<file path="src/rtl/rde_pkg.sv">
// Shared types, constants and the symbol function for the radix digit encoder.
// No dependencies; every other file in the block imports this package.
`default_nettype none

package rde_pkg;

    localparam int VALUE_BITS  = 64;
    localparam int MAX_RADIX   = 62;
    localparam int STACK_DEPTH = 64;
    localparam int RADIX_BITS  = 6;
    localparam int DIGIT_BITS  = 6;
    localparam int SYMBOL_BITS = 7;
    localparam int CNT_BITS    = $clog2(VALUE_BITS);
    localparam int ADDR_BITS   = $clog2(STACK_DEPTH);
    localparam int COUNT_BITS  = ADDR_BITS + 1;

    localparam logic [SYMBOL_BITS-1:0] ASCII_ZERO  = 7'h30;
    localparam logic [SYMBOL_BITS-1:0] ASCII_LOWER = 7'h61;
    localparam logic [SYMBOL_BITS-1:0] ASCII_UPPER = 7'h41;

    typedef struct packed {
        logic [63:0] number;
        logic [7:0]  radix;
    } t_in_item;

    typedef struct packed {
        logic [SYMBOL_BITS-1:0] symbol;
        logic                   last_symbol;
        logic                   bad_radix;
    } t_out_item;

    typedef enum logic [1:0] {
        ST_IDLE,
        ST_DIVIDE,
        ST_READ,
        ST_EMIT
    } t_state;

    typedef struct packed {
        logic                  load;
        logic                  go;
        logic [VALUE_BITS-1:0] number;
        logic [RADIX_BITS-1:0] base;
    } t_div_ctrl;

    typedef struct packed {
        logic                  done;
        logic                  nonzero;
        logic [DIGIT_BITS-1:0] rem;
    } t_div_stat;

    typedef struct packed {
        logic                  wr_en;
        logic [ADDR_BITS-1:0]  wr_addr;
        logic [DIGIT_BITS-1:0] wr_data;
        logic                  rd_en;
        logic [ADDR_BITS-1:0]  rd_addr;
    } t_stack_req;

    function automatic logic [SYMBOL_BITS-1:0] digit_to_ascii(
        input logic [DIGIT_BITS-1:0] d
    );
        logic [SYMBOL_BITS-1:0] dx;
        dx = {1'b0, d};
        if (d < 6'd10) begin
            return ASCII_ZERO + dx;
        end else if (d < 6'd36) begin
            return ASCII_LOWER + dx - 7'd10;
        end else begin
            return ASCII_UPPER + dx - 7'd36;
        end
    endfunction

endpackage

`default_nettype wire

</file>
<file path="src/rtl/rde_divider.sv">
// Bit-serial restoring divider: divides the held quotient by a small base, one bit a cycle.
// Depends on rde_pkg.
`default_nettype none

module rde_divider
    import rde_pkg::*;
(
    input  wire logic      i_clk,
    input  wire logic      i_rst_n,
    input  wire t_div_ctrl i_ctrl,
    output t_div_stat      o_stat
);

    localparam logic [CNT_BITS-1:0] LAST_CNT = CNT_BITS'(VALUE_BITS - 1);

    logic [VALUE_BITS-1:0] r_quot, n_quot;
    logic [RADIX_BITS-1:0] r_base;
    logic [DIGIT_BITS-1:0] r_rem, n_rem;
    logic                  r_nz, n_nz;
    logic [CNT_BITS-1:0]   r_cnt;
    logic                  r_run;
    logic                  r_done;

    logic [DIGIT_BITS:0]   w_trial;
    logic [DIGIT_BITS:0]   w_diff;
    logic                  w_ge;

    // The partial remainder stays below the base, so the trial value is at most
    // one bit wider and the difference always fits back into the remainder.
    always_comb begin
        w_trial = {r_rem, r_quot[VALUE_BITS-1]};
        w_ge    = (w_trial >= {1'b0, r_base});
        w_diff  = w_trial - {1'b0, r_base};
        n_rem   = w_ge ? w_diff[DIGIT_BITS-1:0] : w_trial[DIGIT_BITS-1:0];
        n_quot  = {r_quot[VALUE_BITS-2:0], w_ge};
        n_nz    = r_nz | w_ge;
    end

    always_ff @(posedge i_clk) begin
        if (i_ctrl.load) begin
            r_quot <= i_ctrl.number;
            r_base <= i_ctrl.base;
        end else if (r_run) begin
            r_quot <= n_quot;
        end
        if (i_ctrl.go) begin
            r_rem <= '0;
            r_nz  <= 1'b0;
        end else if (r_run) begin
            r_rem <= n_rem;
            r_nz  <= n_nz;
        end
    end

    always_ff @(posedge i_clk) begin
        if (!i_rst_n) begin
            r_run  <= 1'b0;
            r_cnt  <= '0;
            r_done <= 1'b0;
        end else begin
            r_done <= r_run && (r_cnt == LAST_CNT) && !i_ctrl.go;
            if (i_ctrl.go) begin
                r_run <= 1'b1;
                r_cnt <= '0;
            end else if (r_run) begin
                r_cnt <= r_cnt + 1'b1;
                if (r_cnt == LAST_CNT) begin
                    r_run <= 1'b0;
                end
            end
        end
    end

    assign o_stat.done    = r_done;
    assign o_stat.nonzero = r_nz;
    assign o_stat.rem     = r_rem;

    a_rem_below_base: assert property (@(posedge i_clk) disable iff (!i_rst_n)
        r_done |-> (r_rem < r_base))
        else $error("remainder not below base at end of division");

    a_done_stops: assert property (@(posedge i_clk) disable iff (!i_rst_n)
        r_done |-> !r_run)
        else $error("division still running when reported done");

    a_no_restart: assert property (@(posedge i_clk) disable iff (!i_rst_n)
        r_run |-> !i_ctrl.go)
        else $error("division restarted while running");

endmodule

`default_nettype wire

</file>
<file path="src/rtl/rde_digit_stack.sv">
// Digit stack: 64 six-bit entries, one write and one registered read per cycle.
// Depends on rde_pkg.
`default_nettype none

module rde_digit_stack
    import rde_pkg::*;
(
    input  wire logic       i_clk,
    input  wire t_stack_req i_req,
    output logic [DIGIT_BITS-1:0] o_rd_data
);

    logic [DIGIT_BITS-1:0] r_mem [STACK_DEPTH];
    logic [DIGIT_BITS-1:0] r_rd_data;

    always_ff @(posedge i_clk) begin
        if (i_req.wr_en) begin
            r_mem[i_req.wr_addr] <= i_req.wr_data;
        end
    end

    always_ff @(posedge i_clk) begin
        if (i_req.rd_en) begin
            r_rd_data <= r_mem[i_req.rd_addr];
        end
    end

    assign o_rd_data = r_rd_data;

endmodule

`default_nettype wire

</file>
<file path="src/rtl/radix_digit_encoder_top.sv">
// Top level of the radix digit encoder: sequencer, divider and digit stack.
// Depends on rde_pkg, rde_divider and rde_digit_stack.
//
//   Port      Dir  Payload     Handshake
//   start     in   i_item      taken when start is high and busy is low
//   o_valid   out  o_result    one-cycle strobe, always taken
//
// Each digit comes from the bit-serial divider, one quotient bit per cycle,
// then each symbol is popped from the stack through the READ and EMIT states;
// an item has at most 64 digits.
// A rejected base gives its single result the cycle after acceptance.
// Reset is synchronous and active low; the stack needs no clearing.
// Results cannot be held off, so nothing stalls once an item is taken.
`default_nettype none

module radix_digit_encoder_top
    import rde_pkg::*;
(
    input  wire logic      i_clk,
    input  wire logic      i_rst_n,
    input  wire logic      start,
    input  wire t_in_item  i_item,
    output logic           busy,
    output logic           o_valid,
    output t_out_item      o_result
);

    t_state                r_state, n_state;
    logic [COUNT_BITS-1:0] r_count, n_count;
    logic                  r_valid, n_valid;
    t_out_item             r_result, n_result;

    t_div_ctrl             w_div_ctrl;
    t_div_stat             w_div_stat;
    t_stack_req            w_stack_req;
    logic [DIGIT_BITS-1:0] w_rd_data;

    logic                  w_accept;
    logic                  w_radix_ok;
    logic [COUNT_BITS-1:0] w_count_dec;

    assign w_accept    = start && (r_state == ST_IDLE);
    assign w_radix_ok  = i_item.radix inside {[8'd2 : 8'(MAX_RADIX)]};
    assign w_count_dec = r_count - 1'b1;

    rde_divider u_divider (
        .i_clk   (i_clk),
        .i_rst_n (i_rst_n),
        .i_ctrl  (w_div_ctrl),
        .o_stat  (w_div_stat)
    );

    rde_digit_stack u_stack (
        .i_clk     (i_clk),
        .i_req     (w_stack_req),
        .o_rd_data (w_rd_data)
    );

    always_comb begin
        n_state = r_state;
        case (r_state)
            ST_IDLE: begin
                if (w_accept && w_radix_ok) begin
                    n_state = ST_DIVIDE;
                end
            end
            ST_DIVIDE: begin
                if (w_div_stat.done && !w_div_stat.nonzero) begin
                    n_state = ST_READ;
                end
            end
            ST_READ: begin
                n_state = ST_EMIT;
            end
            ST_EMIT: begin
                n_state = (r_count == '0) ? ST_IDLE : ST_READ;
            end
            default: begin
                n_state = ST_IDLE;
            end
        endcase
    end

    always_comb begin
        n_count              = r_count;
        n_valid              = 1'b0;
        n_result             = '0;
        w_div_ctrl           = '0;
        w_div_ctrl.number    = i_item.number[VALUE_BITS-1:0];
        w_div_ctrl.base      = i_item.radix[RADIX_BITS-1:0];
        w_stack_req          = '0;
        w_stack_req.wr_addr  = r_count[ADDR_BITS-1:0];
        w_stack_req.wr_data  = w_div_stat.rem;
        w_stack_req.rd_addr  = w_count_dec[ADDR_BITS-1:0];
        case (r_state)
            ST_IDLE: begin
                if (w_accept) begin
                    if (w_radix_ok) begin
                        w_div_ctrl.load = 1'b1;
                        w_div_ctrl.go   = 1'b1;
                        n_count         = '0;
                    end else begin
                        n_valid              = 1'b1;
                        n_result.last_symbol = 1'b1;
                        n_result.bad_radix   = 1'b1;
                    end
                end
            end
            ST_DIVIDE: begin
                if (w_div_stat.done) begin
                    // Digits go on the stack least significant first.
                    w_stack_req.wr_en = 1'b1;
                    n_count           = r_count + 1'b1;
                    w_div_ctrl.go     = w_div_stat.nonzero;
                end
            end
            ST_READ: begin
                w_stack_req.rd_en = 1'b1;
                n_count           = w_count_dec;
            end
            ST_EMIT: begin
                n_valid              = 1'b1;
                n_result.symbol      = digit_to_ascii(w_rd_data);
                n_result.last_symbol = (r_count == '0);
            end
            default: begin
                n_count = r_count;
            end
        endcase
    end

    always_ff @(posedge i_clk) begin
        if (!i_rst_n) begin
            r_state <= ST_IDLE;
            r_count <= '0;
            r_valid <= 1'b0;
        end else begin
            r_state <= n_state;
            r_count <= n_count;
            r_valid <= n_valid;
        end
    end

    always_ff @(posedge i_clk) begin
        r_result <= n_result;
    end

    assign busy     = (r_state != ST_IDLE);
    assign o_valid  = r_valid;
    assign o_result = r_result;

    a_count_bound: assert property (@(posedge i_clk) disable iff (!i_rst_n)
        r_count <= COUNT_BITS'(STACK_DEPTH))
        else $error("digit count beyond stack depth");

    a_bad_is_last: assert property (@(posedge i_clk) disable iff (!i_rst_n)
        (o_valid && o_result.bad_radix) |-> (o_result.last_symbol && o_result.symbol == '0))
        else $error("rejected item result malformed");

    a_symbol_nonzero: assert property (@(posedge i_clk) disable iff (!i_rst_n)
        (o_valid && !o_result.bad_radix) |-> (o_result.symbol != '0))
        else $error("digit result without a symbol");

    a_emit_has_digit: assert property (@(posedge i_clk) disable iff (!i_rst_n)
        (r_state == ST_READ) |-> (r_count != '0))
        else $error("stack popped while empty");

endmodule

`default_nettype wire
</file>
<file path="config.mk">
export PLATFORM = sky130hd
export DESIGN_NAME = radix_digit_encoder_top
export DESIGN_NICKNAME = d
export VERILOG_FILES = /design/src/rtl/rde_pkg.sv /design/src/rtl/rde_divider.sv /design/src/rtl/rde_digit_stack.sv /design/src/rtl/radix_digit_encoder_top.sv
export SDC_FILE = /design/constraint.sdc
export NUM_CORES = 1
export LEC_CHECK = 0
export BUFFER_PORTS_ARGS = -buffer_cell sky130_fd_sc_hd__buf_4
export CORE_MARGIN = 3
export CORE_UTILIZATION = 55
export CTS_BUF_LIST = sky130_fd_sc_hd__clkbuf_2
export CTS_CLUSTER_DIAMETER = 30
export DETAILED_ROUTE_END_ITERATION = 8
export HOLD_SLACK_MARGIN = 0.15
export PLACE_DENSITY = 0.72
export SLEW_MARGIN = 20
export SYNTH_ARGS = -nofsm -noshare
export SYNTH_HDL_FRONTEND = slang
export SYNTH_HIERARCHICAL = 1
export SYNTH_SLANG_ARGS = --single-unit
</file>
<file path="constraint.sdc">
create_clock -name i_clk -period 6.5 [get_ports i_clk]
set_clock_uncertainty 0.05 [all_clocks]
set_input_delay 0.975 -clock i_clk [delete_from_list [all_inputs] [get_ports i_clk]]
set_output_delay 0.975 -clock i_clk [all_outputs]
set_load 0.02 [all_outputs]
</file>
== Word level (Yosys, flattened, before mapping) ==
Memory sizes are Yosys's and may differ from the RTL's. A register that Yosys moved wholly into a read port is not among the register bits.
Cells that the tools add are included.

* Register bits after elaboration: 104
* Bits in latches: 0
* RAM bits: 384
* Bits in read-only memories: 0
* Input port bits: 75
* Output and inout port bits: 11
* Word-level logic and storage cells: 88
* Memories: 1

* Add/subtract/negate cells: 9
* Multipliers: 0
* Div/mod/pow operators: 0
* $lt $le $gt $ge: 5
* Equal/unequal tests: 9
* Shift operators: 0
* Muxes and demuxes: 32
* Bitwise logic cells: 2
* Reduce and logical (&&, ||, !) cells: 17

{| class="wikitable"
|+ Memory list
! memory !! words !! width !! read ports !! clocked after Yosys merged registers in !! wr ports !! RTL line !! source
|-
| u_stack.r_mem || 64 || 6 || 1 || 1 || 1 || rde_digit_stack.sv:13 || <nowiki>logic [DIGIT_BITS-1:0] r_mem [STACK_DEPTH];</nowiki>
|}

{| class="wikitable"
|+ Operators by type and width
! kind !! count
|-
| 64-bit two-way mux || 2
|-
| 7-bit two-way mux || 5
|-
| 7-bit case mux with 3 select lines || 1
|-
| 7-bit by 6-bit adder with 7-bit output (first input constant) || 2
|-
| 2-bit two-way mux || 7
|-
| 1-bit two-way mux || 12
|-
| 8-bit by 2-bit >= comparator with 1-bit output (second input constant) || 1
|-
| 8-bit by 6-bit less-or-equal comparator with 1-bit output (second input constant) || 1
|-
| 2-bit case mux with 4 select lines || 1
|-
| 6-bit by 6-bit adder with 7-bit output (first input constant) || 1
|-
| 7-bit by 1-bit adder with 7-bit output (second input constant) || 1
|-
| 7-bit by 6-bit >= comparator with 1-bit output || 1
|-
| 7-bit zero test || 1
|-
| 7-bit by 1-bit subtractor with 7-bit output (second input constant) || 1
|-
| 7-bit by 4-bit subtractor with 7-bit output (second input constant) || 1
|-
| 7-bit by 6-bit subtractor with 7-bit output (second input constant) || 1
|-
| 6-bit by 1-bit adder with 6-bit output (second input constant) || 1
|-
| 6-bit == test (second input constant) || 1
|-
| 1-bit logical AND || 6
|-
| 6-bit by 4-bit < comparator with 1-bit output (second input constant) || 1
|-
| 6-bit < comparator (second input constant) || 1
|-
| 6-bit two-way mux || 1
|-
| 2-bit inequality test (second input constant) || 3
|-
| 1-bit case mux with 2 select lines || 3
|-
| 13 further kinds || 18
|}

== Logic depth before layout (Yosys ltp) ==
Gate-level depths: netlist of the first run.

* Depth after elaboration: 7
* Depth in mapped cells: 10
* Mapped depth without buffers: 9

== Hierarchy ==
Netlist of the first run, hierarchy kept.

{| class="wikitable"
|+ By module, submodules not included
! module !! instances !! cells an instance !! area each (um^2) !! sequential area each (um^2)
|-
| rde_digit_stack || 1 || 720 || 15285.9 || 11711.2
|-
| rde_divider || 1 || 255 || 3799.9 || 2402.3
|-
| radix_digit_encoder_top || 1 || 189 || 1512.7 || 380.4
|}

== Worst setup path before layout of the first run ==
No wires, ideal clock.

* Path kind: input -> register
* Start point: input i_item[3] in the netlist's numbering
* End point: register u_divider.r_quot[0] (enable)
* Library setup time: 0.394 ns
* Arrival: 3.201 ns
* Required time: 6.056 ns
* Slack: 2.855 ns
* Stages on the path: 7
* Buffers on the path: 2
* Cells stage by stage: nand4_1 -> o22ai_2 -> nand2b_1 -> nor2_1 -> clkbuf_1 -> buf_2 -> or2_2

{| class="wikitable"
|+ RTL lines
! item !! RTL line !! source
|-
| start, declared || radix_digit_encoder_top.sv:22 || <nowiki>input wire t_in_item i_item,</nowiki>
|-
| end signal, assigned || rde_divider.sv:41 || <nowiki>r_quot <= i_ctrl.number;</nowiki>
|-
| end signal, assigned || rde_divider.sv:44 || <nowiki>r_quot <= n_quot;</nowiki>
|-
| end, declared || rde_divider.sv:16 || <nowiki>logic [VALUE_BITS-1:0] r_quot, n_quot;</nowiki>
|}

== Worst setup path after layout of the first run ==
* Start point: register r_count[0]
* End point: register u_stack.r_rd_data[2] (netlist: u_stack/o_rd_data[2]), read port of u_stack.r_mem (data pin)

* Cells in the longest elaborated chain, start to end: 1

{| class="wikitable"
|+ RTL lines
! item !! RTL line !! source
|-
| start, declared || radix_digit_encoder_top.sv:29 || <nowiki>logic [COUNT_BITS-1:0] r_count, n_count;</nowiki>
|-
| start signal, assigned || radix_digit_encoder_top.sv:139 || <nowiki>r_count <= n_count;</nowiki>
|-
| 7-bit by 1-bit subtractor with 7-bit output || radix_digit_encoder_top.sv:44 || <nowiki>assign w_count_dec = r_count - 1'b1;</nowiki>
|-
| via w_count_dec[0] || radix_digit_encoder_top.sv:40 || <nowiki>logic [COUNT_BITS-1:0] w_count_dec;</nowiki>
|-
| end, declared || rde_digit_stack.sv:14 || <nowiki>logic [DIGIT_BITS-1:0] r_rd_data;</nowiki>
|}

The timed path passes the listed nets, and every way through them passes these cells.
A chain may end at the register's enable or synchronous reset.

==> results of run 1 <==
==> final cells by class <==
type                    instances  share of cell area (%)
flip-flops and latches        494                    62.3
multi-input cells             576                    24.2
repair buffers                146                    5.21
clock buffers                 164                    3.52
well taps                     468                    2.51
clock inverters                60                    1.75
inverters                      31                   0.548
diodes                          2                  0.0215
==> cell families after synthesis <==
| kind of cell | count (synthesis) | share of synthesized area [%] |
|---|---|---|
| XOR/XNOR | 16 | 0.680 |
| AND/OR/NAND/NOR | 215 | 5.09 |
| buffers and inverters | 94 | 2.48 |
| multiplexers | 189 | 15.4 |
| adder cells (fa/ha/maj) | 22 | 1.37 |
| flip-flops | 494 | 70.4 |
| AO/OA/AOI/OAI | 134 | 4.62 |
==> path summary, 6_finish.rpt <==
path / slack [ns] / start / cells past startpoint / to
setup / recovery: 2.48 / r_count[0]$_SDFFE_PN0P_ / 9 / u_stack/o_rd_data[2]$_DFFE_PP_
hold reg to reg: 0.45 / u_divider/r_cnt[5]$_SDFFE_PP0P_ / 2 / u_divider/r_cnt[5]$_SDFFE_PP0P_
setup reg to reg: 2.48 / r_count[0]$_SDFFE_PN0P_ / 9 / u_stack/o_rd_data[2]$_DFFE_PP_
hold / removal: 0.27 / i_item[60] / 2 / u_divider/r_quot[52]$_DFFE_PP_
==> per-layer routing <==
metal  global-route usage, %  routed length [um]
met2                    35.2               21000
met3                    6.96                4070
met4                    8.40                1040
met5                       0                   0
met1                    30.6               17800
==> cell usage in the layout, fill, tap and decap left out, types with 4 or more instances in the layout <==
cell type / synthesis / final
a211oi_1: 12 / 12
a21oi_1: 26 / 26
a221oi_1: 5 / 5
buf_4: 4 / 99
bufinv_16: 0 / 5
clkbuf_2: 0 / 164
clkinv_1: 0 / 34
clkinv_2: 0 / 17
dfxtp_1: 34 / 28
dfxtp_2: 0 / 6
dlygate4sd3_1: 0 / 47
edfxtp_1: 460 / 460
ha_1: 21 / 21
inv_1: 29 / 27
mux2_2: 74 / 74
mux2i_1: 21 / 21
mux4_1: 6 / 6
mux4_2: 87 / 87
nand2_1: 32 / 32
nand2b_1: 9 / 9
nand3_1: 21 / 21
nand3b_1: 4 / 4
nand4_1: 7 / 7
nor2_1: 93 / 92
nor2b_1: 8 / 8
nor3_1: 8 / 6
o21ai_0: 12 / 12
o21ai_1: 10 / 10
o221ai_1: 12 / 12
o22a_1: 6 / 6
o22ai_1: 14 / 14
o31ai_1: 6 / 6
or2_2: 5 / 5
or3_1: 6 / 6
xnor2_1: 7 / 7
xor2_1: 9 / 8
==> per-stage QoR <==
stage | power (W) | std cells
6_report | 0.00750 | 1941
5_1_grt | 0.00788 | 1941
4_1_cts | 0.00757 | 1939
3_5_place_dp | 0.00541 | 1668
3_3_place_gp | 0.00537 | 1668
2_1_floorplan | 0.00497 | 1164
==> power breakdown <==
part           internal [W]  switching [W]  leakage, nW
clock              0.000911        0.00123        0.884
sequential          0.00396      0.0000705         4.47
combinational      0.000460       0.000866         2.75
==> timing repair <==
item,CTS,global route
setup buffers,0,0
hold buffers,47,0
hold endpoints to repair,52,0
==> worst max-delay path, delay by kind of cell, from the launching register on <==
| family | cells | cell delay (ns) |
|---|---|---|
| buffers and inverters | 2 | 1.19 |
| xor gates and xnor gates | 1 | 0.63 |
| AOI/OAI and AO/OA | 3 | 0.55 |
| DFF | 1 | 0.48 |
| adders and majority gates | 1 | 0.46 |
| muxes | 1 | 0.35 |
| and+or+nand+nor | 1 | 0.14 |
==> sequential cells by signal, indices dropped and copies added (netlist names) <==
register,flops
u_divider/r_quot,64
u_divider/r_rem,6
u_divider/r_run,1
u_divider/r_base,6
r_count,7
u_stack/r_mem,384
o_valid,1
u_divider/r_cnt,6
u_divider/r_done,1
o_result,9
r_state,2
u_divider/r_nz,1
u_stack/o_rd_data,6
==> run summary, run 1 <==
die area: 0.0398 mm2
post-route worst setup slack: 2.48 ns
data required time of the worst path: 7.26 ns
post-route minimum period: 4.02 ns
Static Leak: 8.10 nW
max capacitance violation total: 0
Total Wirelength: 43900 um
multi-input combinational cell area: 0.00563 mm2
maximum achievable frequency: 0.249 GHz
portion of the post-synthesis area used by sequential elements: 70.4%
post-route cell area: 0.0233 mm2
final HPWL from detailed placement: 26300 um
total count of hold-check failures in the final report: 0
transition time at the pin with the least slew margin: 1.01 ns
Reg clk slew, reported paths: 0.10 ns
unrepaired setup endpoints after global routing: false
most common library cells after synthesis: edfxtp_1 (460), nor2_1 (93), mux4_2 (87), mux2_2 (74), dfxtp_1 (34)
worst-path maximum fanout: 64
later-pin clock latency in the skew report: 1.04 ns
layout overhead on the synthesized area: 13.1%
Num CTS Buffers: 119
final core utilization: 63.3%
synthesized area: 0.0206 mm2
warnings from Yosys: 6
top cell type's share of synthesized area: 67.1%
Initial Utilization: 56.0%
Post-DRT Antenna Nets: 0
register bit count reported by yosys: 494
min-delay worst type: input pin to register
total of buffers placed on input and output ports: 85
slowest CP cell: inv_6
dominant register cell in the synthesized netlist: edfxtp_1
startpoint type of the worst setup path: register
status: complete, no violations
worst supply voltage drop on vdd: 177 uV
Floorplan Core Area: 0.0368 mm2
number of vias per cell: 5.95
placed inst area: 0.0216 mm2
routed wire length per instance: 22.6 um
cell breakdown of the critical path: inv_6, ha_1, xor2_4, buf_4, mux4_1, nor2b_1, a211oi_1, a21oi_1, a32o_1
Initial DRC Count: 832
H-tree levels: 3
Async S/R FF share, synth: 0%
wire length of the first global-routing pass: 67600 um
ratio of total power to cell area: 322 mW/mm2
total global routing overflow: 0
antenna violations before repair: 2
die height: 200 um
overall global routing resource usage: 22.6%
Worst EP arrival: 4.78 ns
gate count after technology mapping: 1164
number of sinks handled by clock tree synthesis: 494
number of enable flip-flop cells after synthesis: 460
pin count of the biggest net entering global routing: 73
count of fill cells added during filler insertion: 2653
post-detailed-route DRC marker count: 0
fin nets: 1465
count of boundary I/O pins: 86
pre-CTS worst setup slack: 2.34 ns
sum of negative setup slack: 0 ns
count of distinct cell types in the synthesized netlist: 74
total setup violations reported at the end of the flow: 0
DR vias: 11500
largest area contributor in the synthesized netlist: edfxtp_1
ranking of synthesized cells by area: edfxtp_1 (67%), mux4_2 (9.5%), mux2_2 (4.0%), dfxtp_1 (3.3%), nor2_1 (1.7%)
fraction of layout cells with a size suffix above 1: 32.9%
Tcrit/Tclk final: 61.9%
clock root buffer master: clkbuf_2
CP peak stage delay: 0.68 ns
sequential cell area: 0.0145 mm2
syn_nets: 1261
Slew Viols, Final: 0
GP Congestion: 0.838
worst rel slew slack: 32.3%
Hold Slack: 0.270 ns
die width: 200 um
Resized Gates After CTS: 0
Crit. End Element: register
maximum clock path buffer count: 3
via count of the first global-routing pass: 11800
syn avg cell area: 17.7 um2
CP Class: register to register
TritonRoute pass-1 iters: 6
most frequent cell after synthesis: edfxtp_1
CTS tree: done
standard-cell rows: 70
No activity file was read; power rests on OpenSTA's default activity.
==> run 2: changes to the inputs <==
--- a/config.mk
+++ b/config.mk
@@ -12,7 +12,7 @@
 export CTS_CLUSTER_DIAMETER = 30
 export DETAILED_ROUTE_END_ITERATION = 8
 export HOLD_SLACK_MARGIN = 0.15
-export PLACE_DENSITY = 0.72
+export PLACE_DENSITY = 0.75
 export SLEW_MARGIN = 20
 export SYNTH_ARGS = -nofsm -noshare
 export SYNTH_HDL_FRONTEND = slang
==> constraint.sdc (replaced) <==
create_clock -name i_clk -period 3.3 [get_ports i_clk]
set_clock_uncertainty 0.05 [all_clocks]
set_input_delay 0.495 -clock i_clk [delete_from_list [all_inputs] [get_ports i_clk]]
set_output_delay 0.495 -clock i_clk [all_outputs]
set_load 0.02 [all_outputs]
==> run summary, run 2 (synthesis gave the netlist of run 1 again) <==
highest-count cells in the layout ignoring fill and taps: edfxtp_1 (460), clkbuf_2 (167), buf_4 (158) (was edfxtp_1 (460), clkbuf_2 (164), buf_4 (99))
post-detailed-route DRC marker count: 0 (unchanged)
placed inst area: 0.0221 mm2 (was 0.0216 mm2)
post-layout power: 0.0151 W (was 0.00750 W)
sum of negative setup slack: 0 ns (unchanged)
GRT busiest layer: met2 (unchanged)
worst rel slew slack: 42.9% (was 32.3%)
Static Leak: 8.67 nW (was 8.10 nW)
Reg clk slew, reported paths: 0.11 ns (was 0.10 ns)
Floorplan Core Area: 0.0368 mm2 (unchanged)
unrepaired setup endpoints after global routing: false (unchanged)
max reg flops: 384 (unchanged)
Slew Viols, Final: 0 (unchanged)
clock root buffer master: clkbuf_2 (unchanged)
min-delay worst type: input pin to register (unchanged)
Post-DRT Antenna Nets: 0 (unchanged)
GRT met1 Usage: 32.0% (was 30.6%)
GRT met3 Usage: 5.63% (was 6.96%)
post-route minimum period: 2.91 ns (was 4.02 ns)
worst supply voltage drop on vdd: 422 uV (was 177 uV)
Placed Cells incl. Taps: 1730 (was 1668)
overall global routing resource usage: 23.7% (was 22.6%)
Worst EP arrival: 3.66 ns (was 4.78 ns)
fraction of layout cells with a size suffix above 1: 33.9% (was 32.9%)
transition time at the pin with the least slew margin: 0.856 ns (was 1.01 ns)
GP Congestion: 0.854 (was 0.838)
Initial DRC Count: 987 (was 832)
number of sinks handled by clock tree synthesis: 494 (unchanged)
maximum achievable frequency: 0.343 GHz (was 0.249 GHz)
met2 usage: 38.1% (was 35.2%)
count of boundary I/O pins: 86 (unchanged)
post-route cell area: 0.0244 mm2 (was 0.0233 mm2)
most frequent standard cell in the layout excluding fill and tap cells: edfxtp_1 (unchanged)
antenna violations before repair: 2 (unchanged)
Initial Utilization: 56.0% (unchanged)
number of vias per cell: 5.85 (was 5.95)
post-CTS setup buffers: 0 (unchanged)
CP Class: register to register (unchanged)
Reg with most FFs: u_stack/r_mem (unchanged)
via count of the first global-routing pass: 12600 (was 11800)
routed wire length per instance: 22.2 um (was 22.6 um)
startpoint type of the worst setup path: register (unchanged)
later-pin clock latency in the skew report: 1.03 ns (was 1.04 ns)
final HPWL from detailed placement: 26600 um (was 26300 um)
Num CTS Buffers: 121 (was 119)
fin nets: 1583 (was 1465)
non-filler cells in the finished layout: 2059 (was 1941)
pin count of the biggest net entering global routing: 86 (was 73)
Total Wirelength: 45700 um (was 43900 um)
die width: 200 um (unchanged)
total count of hold-check failures in the final report: 0 (unchanged)
worst-path maximum fanout: 12 (was 64)
max capacitance violation total: 0 (unchanged)
CTS tree: done (unchanged)
die area: 0.0398 mm2 (unchanged)
standard-cell rows: 70 (unchanged)
data required time of the worst path: 4.04 ns (was 7.26 ns)
total setup violations reported at the end of the flow: 0 (unchanged)
TritonRoute pass-1 iters: 5 (was 6)
DR vias: 12000 (was 11500)
H-tree levels: 3 (unchanged)
Tcrit/Tclk final: 88.3% (was 61.9%)
total global routing overflow: 0 (unchanged)
wire length of the first global-routing pass: 70900 um (was 67600 um)
status: complete, no violations (unchanged)
total of buffers placed on input and output ports: 85 (unchanged)
die height: 200 um (unchanged)
maximum clock path buffer count: 3 (unchanged)
Crit. End Element: register (unchanged)
layout overhead on the synthesized area: 18.2% (was 13.1%)
ratio of total power to cell area: 618 mW/mm2 (was 322 mW/mm2)
-- run 2: cell types whose count changed in the layout (fill, tap and decap cells not counted), moves of 2 or more --
cell / before / now
clkbuf_2: 164 / 167
clkinv_2: 17 / 12
buf_12: 0 / 3
bufinv_16: 5 / 7
buf_4: 99 / 158
nor3_2: 2 / 0
clkinv_1: 34 / 41
dlygate4sd3_1: 47 / 101
clkinvlp_4: 2 / 0
nor3_1: 6 / 8
-- run 2: final cells by class --
| type | instances | area, um2 |
|---|---|---|
| sequential | 494 | 14500 |
| fill | 2465 | 12400 |
| multi-input combinational | 576 | 5620 |
| timing repair buffer | 262 | 2260 |
| clock buffer | 167 | 836 |
| tap | 468 | 586 |
| clock inverter | 59 | 419 |
| inverter | 31 | 128 |
| antenna | 2 | 5.00 |
-- run 2: power by group --
part | total (W) | internal [W] | switching [W]
combinational | 0.00276 | 0.000986 | 0.00177
sequential | 0.00792 | 0.00780 | 0.000123
clock | 0.00437 | 0.00194 | 0.00243
total | 0.0151 | 0.0107 | 0.00432
-- run 2: stage by stage --
step / setup WS (ns) / hold slack [ns] / util (%)
final: 0.386 / 0.294 / 66.2
after global routing: 0.193 / 0.157 / 66.2
after detailed placement: 0.445 / 0.437 / 60.0
after CTS: 0.396 / 0.151 / 66.2
after global placement: 0.511 / 0.417 / 60.0
after floorplan: 0.135 / 0.388 / -
-- run 2: worst max-delay path: stages, from the launching register on --
cell and delay [ns]:
dfxtp_1 0.36, inv_6 0.08, ha_1 0.16, nand2_1 0.07, xnor2_1 0.65, buf_4 0.31
and3b_1 0.22, a221oi_1 0.31, nand3_1 0.17, a32o_1 0.29
-- run 2: routing by layer --
layer | share of wire [%] | routed length (um)
met1 | 41 | 18700
met2 | 49 | 22300
met3 | 7.8 | 3550
met4 | 2.8 | 1260
met5 | 0 | 0
-- run 2: worst paths after layout --
check	from	end	slack (ns)	cells past startpoint
setup / recovery	r_count[0]$_SDFFE_PN0P_	u_stack/o_rd_data[2]$_DFFE_PP_	0.39	9
hold / removal	i_item[21]	u_divider/r_quot[13]$_DFFE_PP_	0.29	3
setup reg to reg	r_count[0]$_SDFFE_PN0P_	u_stack/o_rd_data[2]$_DFFE_PP_	0.39	9
hold reg to reg	u_divider/r_cnt[5]$_SDFFE_PP0P_	u_divider/r_done$_SDFF_PN0_	0.46	2
-- run 2: timing repair --
item / CTS / global route
endpoints found under the hold margin: 97 / 0
hold buffers: 101 / 0
gates resized for setup: 0 / 0
